--- src/rtl/q4bd_pkg.sv ---
package q4bd_pkg;

    localparam int unsigned NIB_W     = 4;
    localparam int unsigned NIB_BIAS  = 8;
    localparam int unsigned PROD_W    = 14;
    localparam int unsigned POS_W     = 4;
    localparam logic [31:0] QNAN_BITS = 32'h7FC0_0000;
    localparam logic [7:0]  EXP_ALL1  = 8'hFF;
    localparam logic [4:0]  HEXP_ALL1 = 5'h1F;

    typedef struct packed {
        logic [15:0] scale_half;
        logic [31:0] packed_nibbles;
        logic        last_in;
    } in_word_t;

    // lane class after stage 1
    typedef struct packed {
        logic              sign;
        logic              is_nan;
        logic              is_inf;
        logic [PROD_W-1:0] prod;
    } lane_prod_t;

    typedef struct packed {
        logic              sign;
        logic              is_nan;
        logic              is_inf;
        logic              is_zero;
        logic [POS_W-1:0]  msb;
        logic [PROD_W-1:0] prod;
    } lane_norm_t;

    function automatic logic [POS_W-1:0] msb_pos(input logic [PROD_W-1:0] v);
        logic [POS_W-1:0] p;
        p = '0;
        for (int i = 0; i < PROD_W; i++) begin
            if (v[i]) begin
                p = POS_W'(i);
            end
        end
        return p;
    endfunction

endpackage

--- src/rtl/q4bd_lane.sv ---
module q4bd_lane
    import q4bd_pkg::*;
(
    input  logic             aclk,
    input  logic             en_1,
    input  logic             en_2,
    input  logic             en_3,
    input  logic [NIB_W-1:0] code,
    input  logic             scale_sign,
    input  logic [4:0]       scale_exp,
    input  logic [9:0]       scale_mant,
    output logic [31:0]      weight
);

    lane_prod_t       s1_reg, s1_next;
    lane_norm_t       s2_reg, s2_next;
    logic [7:0]       e1_reg, e2_reg;
    logic [31:0]      w_reg, w_next;
    logic             neg_q;
    logic [NIB_W-1:0] mag_q;
    logic [10:0]      sig;
    logic [7:0]       ebias;
    logic [7:0]       fexp;
    logic [22:0]      frac;

    always_comb begin
        neg_q = code < NIB_W'(NIB_BIAS);
        mag_q = neg_q ? NIB_W'(NIB_BIAS) - code : code - NIB_W'(NIB_BIAS);
        sig   = (scale_exp == 5'd0) ? {1'b0, scale_mant} : {1'b1, scale_mant};
        // biased exponent of product LSB: ex + 127
        ebias = (scale_exp == 5'd0) ? 8'd103 : 8'd102 + {3'd0, scale_exp};
        s1_next.sign   = scale_sign ^ neg_q;
        s1_next.is_nan = (scale_exp == HEXP_ALL1) && ((scale_mant != '0) || (mag_q == '0));
        s1_next.is_inf = (scale_exp == HEXP_ALL1);
        s1_next.prod   = {3'd0, sig} * {10'd0, mag_q};
    end

    always_comb begin
        s2_next.sign    = s1_reg.sign;
        s2_next.is_nan  = s1_reg.is_nan;
        s2_next.is_inf  = s1_reg.is_inf;
        s2_next.is_zero = (s1_reg.prod == '0);
        s2_next.msb     = msb_pos(s1_reg.prod);
        s2_next.prod    = s1_reg.prod;
    end

    always_comb begin
        fexp = e2_reg + {4'd0, s2_reg.msb};
        frac = 23'({s2_reg.prod, 9'd0} << (PROD_W - s2_reg.msb));
        if (s2_reg.is_nan) begin
            w_next = QNAN_BITS;
        end else if (s2_reg.is_inf) begin
            w_next = {s2_reg.sign, EXP_ALL1, 23'd0};
        end else if (s2_reg.is_zero) begin
            w_next = {s2_reg.sign, 31'd0};
        end else begin
            w_next = {s2_reg.sign, fexp, frac};
        end
    end

    always_ff @(posedge aclk) begin
        if (en_1) begin
            s1_reg <= s1_next;
            e1_reg <= ebias;
        end
        if (en_2) begin
            s2_reg <= s2_next;
            e2_reg <= e1_reg;
        end
        if (en_3) begin
            w_reg <= w_next;
        end
    end

    assign weight = w_reg;

endmodule

--- src/rtl/q4_block_dequantizer.sv ---
// A result word passes through the multiply, leading-one search and pack
// registers in order. Throughput: one word per cycle unless m_ready stalls;
// each of the three register stages has its own enable, so an empty stage
// fills while the stages after it stall.
// Reset: aresetn (synchronous, active low) clears stage valid bits only.
module q4_block_dequantizer
    import q4bd_pkg::*;
#(
    parameter int LANES = 8
) (
    input  logic                  aclk,
    input  logic                  aresetn,
    input  logic                  s_valid,
    output logic                  s_ready,
    input  in_word_t              s_data,
    output logic                  m_valid,
    input  logic                  m_ready,
    output logic [LANES-1:0][31:0] m_weight,
    output logic                  m_last_out
);

    logic       v1_reg, v2_reg, v3_reg;
    logic       l1_reg, l2_reg, l3_reg;
    logic       en_1, en_2, en_3;

    assign en_3    = !v3_reg || m_ready;
    assign en_2    = !v2_reg || en_3;
    assign en_1    = !v1_reg || en_2;
    assign s_ready = en_1;

    always_ff @(posedge aclk) begin
        if (!aresetn) begin
            v1_reg <= 1'b0;
            v2_reg <= 1'b0;
            v3_reg <= 1'b0;
        end else begin
            if (en_1) v1_reg <= s_valid;
            if (en_2) v2_reg <= v1_reg;
            if (en_3) v3_reg <= v2_reg;
        end
    end

    always_ff @(posedge aclk) begin
        if (en_1) l1_reg <= s_data.last_in;
        if (en_2) l2_reg <= l1_reg;
        if (en_3) l3_reg <= l2_reg;
    end

    for (genvar j = 0; j < LANES; j++) begin : g_lane
        logic [NIB_W-1:0] code;
        if (j < 8) begin : g_src
            assign code = s_data.packed_nibbles[NIB_W*j +: NIB_W];
        end else begin : g_zero
            assign code = '0;
        end
        q4bd_lane u_lane (
            .aclk         (aclk),
            .en_1         (en_1),
            .en_2         (en_2),
            .en_3         (en_3),
            .code         (code),
            .scale_sign   (s_data.scale_half[15]),
            .scale_exp    (s_data.scale_half[14:10]),
            .scale_mant   (s_data.scale_half[9:0]),
            .weight       (m_weight[j])
        );
    end

    assign m_valid    = v3_reg;
    assign m_last_out = l3_reg;

    a_hold: assert property (@(posedge aclk) disable iff (!aresetn)
        m_valid && !m_ready |=> m_valid && $stable(m_weight))
        else $error("result dropped under stall");
    a_flow: assert property (@(posedge aclk) disable iff (!aresetn)
        s_valid && s_ready |=> v1_reg)
        else $error("accepted word lost");
    a_rdy: assert property (@(posedge aclk) disable iff (!aresetn)
        !m_valid |-> s_ready)
        else $error("stall without full output");

endmodule

--- config.mk ---
export PLATFORM = sky130hd
export DESIGN_NAME = q4_block_dequantizer
export DESIGN_NICKNAME = d
export VERILOG_FILES = /design/src/rtl/q4bd_pkg.sv /design/src/rtl/q4bd_lane.sv /design/src/rtl/q4_block_dequantizer.sv
export SDC_FILE = /design/constraint.sdc
export NUM_CORES = 1
export LEC_CHECK = 0
export ABC_AREA = 1
export BUFFER_PORTS_ARGS = -buffer_cell sky130_fd_sc_hd__buf_2
export CAP_MARGIN = 20
export CORE_MARGIN = 4
export CORE_UTILIZATION = 32
export CTS_CLUSTER_DIAMETER = 200
export DETAILED_ROUTE_END_ITERATION = 8
export GPL_TIMING_DRIVEN = 0
export SYNTH_ARGS = -nofsm -noshare
export SYNTH_HDL_FRONTEND = slang
export SYNTH_SLANG_ARGS = --single-unit
--- constraint.sdc ---
create_clock -name aclk -period 12.22 [get_ports aclk]
set_input_delay 1.833 -clock aclk [delete_from_list [all_inputs] [get_ports aclk]]
set_output_delay 1.833 -clock aclk [all_outputs]
set_load 0.05 [all_outputs]
**Word level (Yosys, flattened, before mapping)**

Index checks and enable logic that the tools add are counted.

- Bits in latches: 0
- Input port bits: 53
- Word-level logic and storage cells: 373
- Memory bits (writable): 0
- Memories kept: 0
- Flip-flop bits (word level): 576
- Bits in read-only memories: 0

- Shifts and indexed selects: 8
- Reduce and logical (&&, ||, !) cells: 72
- Multiply operators: 8
- Add/sub/neg operators: 33
- Mux-type cells: 121
- Divide/modulo/power cells: 0
- Eq/ne operators: 1
- Bitwise operators: 8
- $lt $le $gt $ge: 8

Operators with widths:

| kind | number |
|---|---|
| $shl 23x32->23 | 8 |
| $mux 31 | 8 |
| $mux 3 | 64 |
| $mux 23 | 8 |
| $logic_not 14->1 | 8 |
| $mul 11x4->14 | 8 |
| $add 8x4->8 | 8 |
| $reduce_or 6->1 | 8 |
| $sub 4x4->5 const A | 8 |
| $logic_not 4->1 | 8 |
| $lt 4x4->1 const B | 8 |
| $mux 2 | 16 |
| $mux 4 | 8 |
| $reduce_or 2->1 | 16 |
| $sub 4x4->4 const A | 8 |
| $sub 4x4->4 const B | 8 |
| $reduce_or 3->1 | 8 |
| $mux 1 | 16 |
| $logic_or 1x1->1 | 11 |
| $mux 11 | 1 |
| $reduce_bool 10->1 | 1 |
| $add 7x5->8 const A | 1 |
| $logic_and 1x1->1 | 8 |
| $xor 1x1->1 | 8 |
| other kinds (3) | 5 |

**Logic depth before layout (Yosys ltp)**

- Word-level depth: 12
- Mapped depth: 20
- Mapped depth without buffers: 20

**Modules after synthesis**

A second synthesis with hierarchy kept.

- Cells, all modules: 4377
- Area, all modules: 40248.6 sq um

By module, submodules not included:

| module | times used | cells an instance | sequential area each (sq um) | area each (sq um) |
|---|---|---|---|---|
| q4bd_lane (g_lane[5].u_lane ...) | 2 | 553 | 2342.2 | 4961.0 |
| q4bd_lane (g_lane[4].u_lane) | 1 | 538 | 2342.2 | 5054.8 |
| q4bd_lane (g_lane[7].u_lane) | 1 | 540 | 2342.2 | 5037.3 |
| q4bd_lane (g_lane[2].u_lane) | 1 | 542 | 2342.2 | 5014.8 |
| q4bd_lane (g_lane[1].u_lane) | 1 | 542 | 2342.2 | 5011.1 |
| q4bd_lane (g_lane[3].u_lane) | 1 | 552 | 2342.2 | 5002.3 |
| q4bd_lane (g_lane[0].u_lane) | 1 | 540 | 2342.2 | 5001.0 |
| q4_block_dequantizer | 1 | 17 | 150.1 | 205.2 |

**Worst setup path before layout**

OpenSTA, ideal clock, no wires.

- Path type: input to output
- From: in m_ready
- To: out s_ready
- Stages: 4
- Arrival time: 9.543 ns
- Path slack: 0.844 ns
- Cells stage by stage: inv_1 > nand2_1 > nor2_1 > nand2_1

- Longest elaborated chain between the ends: 3

Ends and longest elaborated chain:

| what | RTL line | source |
|---|---|---|
| from (decl) | q4_block_dequantizer.sv:17 | `input logic m_ready,` |
| $logic_or 1x1->1 | q4_block_dequantizer.sv:26 | `assign en_3 = !v3_reg \|\| m_ready;` |
| via en_3 | q4_block_dequantizer.sv:24 | `logic en_1, en_2, en_3;` |
| $logic_or 1x1->1 | q4_block_dequantizer.sv:27 | `assign en_2 = !v2_reg \|\| en_3;` |
| $logic_or 1x1->1 | q4_block_dequantizer.sv:28 | `assign en_1 = !v1_reg \|\| en_2;` |
| to (decl) | q4_block_dequantizer.sv:14 | `output logic s_ready,` |

The timed path passes the listed nets, and every way through them passes these cells.

**Final worst setup path**

Ends and elaborated chain as after synthesis.

==> metrics.yaml <==
logic_synthesis:
  synthAdderAreaFrac: 0.152
  synthTopCellsByArea: "edfxtp_1, nand2_1, fa_1"
  synth-compound-area-share: 0.0587
  yosys.area_share.xor_xnor: 0.0369
  postSynthAreaPerCell_sq_um: 8.77
  synth.most_common_cell: "nand2_1"
  synth.area.mux_share: 0
  yosys.area.top_type: "edfxtp_1"
  synth_simple_gate_area_frac: 0.222
  synth_top_family_by_area: "simple AND/OR/NAND/NOR gates"
  synthTopCellsByCount: "nand2_1, inv_1, edfxtp_1"
  synth_top_area_share: 0.427
  ys_warn_count: 0
  synth_ff_type: "edfxtp_1"
  synth.cell_area_sq_um: 35200
  async_flop_share: 0
  ys_types: 53
  synth_cells: 4021
  ys_ff_latch: 504
  synth_edf_count: 501
  seq_area_frac_synth: 0.429
sta:
  hold_violations: 0
  min_period_ns: 5.88
  worst_pin_slew_ns: 1.12
  whs_ns: 0.415
  slew_headroom: 0.253
  slew_viol_final: 0
  finalClockSkew_ns: 0.0180
  rsz0062_at_grt: "false"
  setup_viol: 0
  clock.fmax_mhz: 170
  post-route-period-util: 0.482
floorplanning:
  die-area_sq_um: 116000
  core-area_sq_um: 109000
  fp-row-count: 121
  io_pins: 312
  start_util: 0.323
  dieHeight_um: 340
  die_width_um: 340
pwr:
  vdd_drop_max_mv: 0.124
  p_leak_nw: 19.8
  power.total_w: 0.0101
  power_density_nw_per_um2: 248
worst_setup_path:
  cp-start-kind: "input pin"
  cp_max_fo: 53
  worstPathArrival_ns: 4.05
  crit_required_ns: 10.39
  critPathKind: "in2out"
  cp-end-kind: "output port"
route:
  wl_per_cell_um: 16.4
  maxUsedRoutingLayer: "met5"
  first_iter_violations: 2198
  drtAntennaViolNets: 0
  wl_mm: 97.3
  wl_met2_mm: 45.5
  drc: 0
  vias: 27700
  avgViaCountPerCell: 4.68
  wl_met3_mm: 8.05
  wl_met1_mm: 40.5
  dr.pass1.iters: 6
clock_network:
  cts.clk_slew.worst_paths_ns: 0.06
  htreeDepth: 2
  cts_buffers: 57
  cts_sinks: 504
  cts_resized: 0
  post_cts_buffers: 0
  cts_root_buf: "clkbuf_16"
  cts_tree: "done"
  ctsHoldBuffers: 0
  clock_latency_ns: 0.62
  max-clock-path-buffers: 3
hold_path:
  hold_path.class: "reg2reg"
placement:
  port_buffers: 232
  place_congestion: 0.879
  dp_hpwl_mm: 74.8
  place_inst: 5806
layout:
  n_fill_cell: 11100
  finalNonFillerCells: 5923
  largest_register_ffs: 184
  syn_to_final_growth_pct: 15.5
  final_nets: 4779
  drive_gt1_frac: 0.122
grt:
  grt_pass1_vias: 26500
  grt-ovfl-total: 0
  track_usage: 0.163
  antenna_found_initial: 31
  grt_max_degree: 106
  grt_first_pass_wirelength_mm: 148
run_status:
  outcome: "complete, no violations"
run:
  maxCapViolCount: 0
[power by group]
group	leakage, nW	total [W]	internal, W	switching (W)
combinational	13.3	0.00512	0.00156	0.00356
clock	0.958	0.00181	0.00108	0.000723
sequential	5.48	0.00317	0.00280	0.000370
total	19.8	0.0101	0.00544	0.00466
[cell type report]
cell class	count	area, sq um	share of cell area
flip-flops and latches	504	15100	0.371
repair buffers	238	1330	0.0326
inverters	658	2480	0.0609
plain buffers	189	1130	0.0278
well taps	1476	1850	0.0454
diodes	11	27.5	0.000676
multi-input cells	2741	16800	0.413
clock inverters	32	429	0.0105
clock buffers	74	1540	0.0378
[cells in the final DEF (no fill, tap or decap), types with 39 or more instances in the layout]
cell	n
nand2_1	943
inv_1	627
edfxtp_1	501
nor2_1	385
nand3_1	362
buf_2	280
ha_1	185
fa_1	152
o21ai_0	133
a21oi_1	127
buf_4	82
xor2_1	72
conb_1	72
xnor2_1	58
clkbuf_16	57
clkbuf_1	56
nor3_1	44
o21ai_1	39
[worst max-delay path: stages]
cell,delay [ns]
buf_2,0.09
inv_1,0.08
nand2_4,0.43
nor2_1,0.64
nand2_4,0.51
buf_2,0.40
[per-stage QoR]
step | instance area [sq um] | worst slack (ns) | TNS [ns] | utilization
finish | 40700 | 6.34 | 0 | 0.373
global route | 40700 | 6.17 | 0 | 0.373
CTS | 40700 | 6.26 | 0 | 0.373
detailed placement | 38700 | 6.21 | 0 | 0.355
global placement | 38500 | -3.54 | -593.39 | 0.353
floorplan | 35500 | 0.844 | 0 | -
[final timing paths]
check                                                            from                                    end  slack (ns)  depth (start not counted)
worst max-delay path                                          m_ready                                s_ready        6.34                          6
worst min-delay path            g_lane[4].u_lane.s1_reg[16]$_DFFE_PP_  g_lane[4].u_lane.s2_reg[21]$_DFFE_PP_        0.41                          0
worst max register to register                   m_valid$_SDFFE_PN0P_  g_lane[6].u_lane.s1_reg[10]$_DFFE_PP_        9.50                          4
worst min register to register  g_lane[4].u_lane.s1_reg[16]$_DFFE_PP_  g_lane[4].u_lane.s2_reg[21]$_DFFE_PP_        0.41                          0
[metal layers]
metal  track usage  vias to the layer above
li1              -                    13600
met5             0                        -
met3        0.0415                      171
met2         0.271                      774
met1         0.210                    13100
met4        0.0505                       20
[logic make-up (layout without fill, tap and decap cells)]
logic type,count (synthesis),count (layout)
AND/OR/NAND/NOR,1815,1815
buffers and inverters,847,1191
flip-flops,504,504
AO/OA/AOI/OAI,377,377
adder cells (fa/ha/maj),337,337
XOR/XNOR,140,140
other,1,83
No activity file was read; power rests on OpenSTA's default activity.
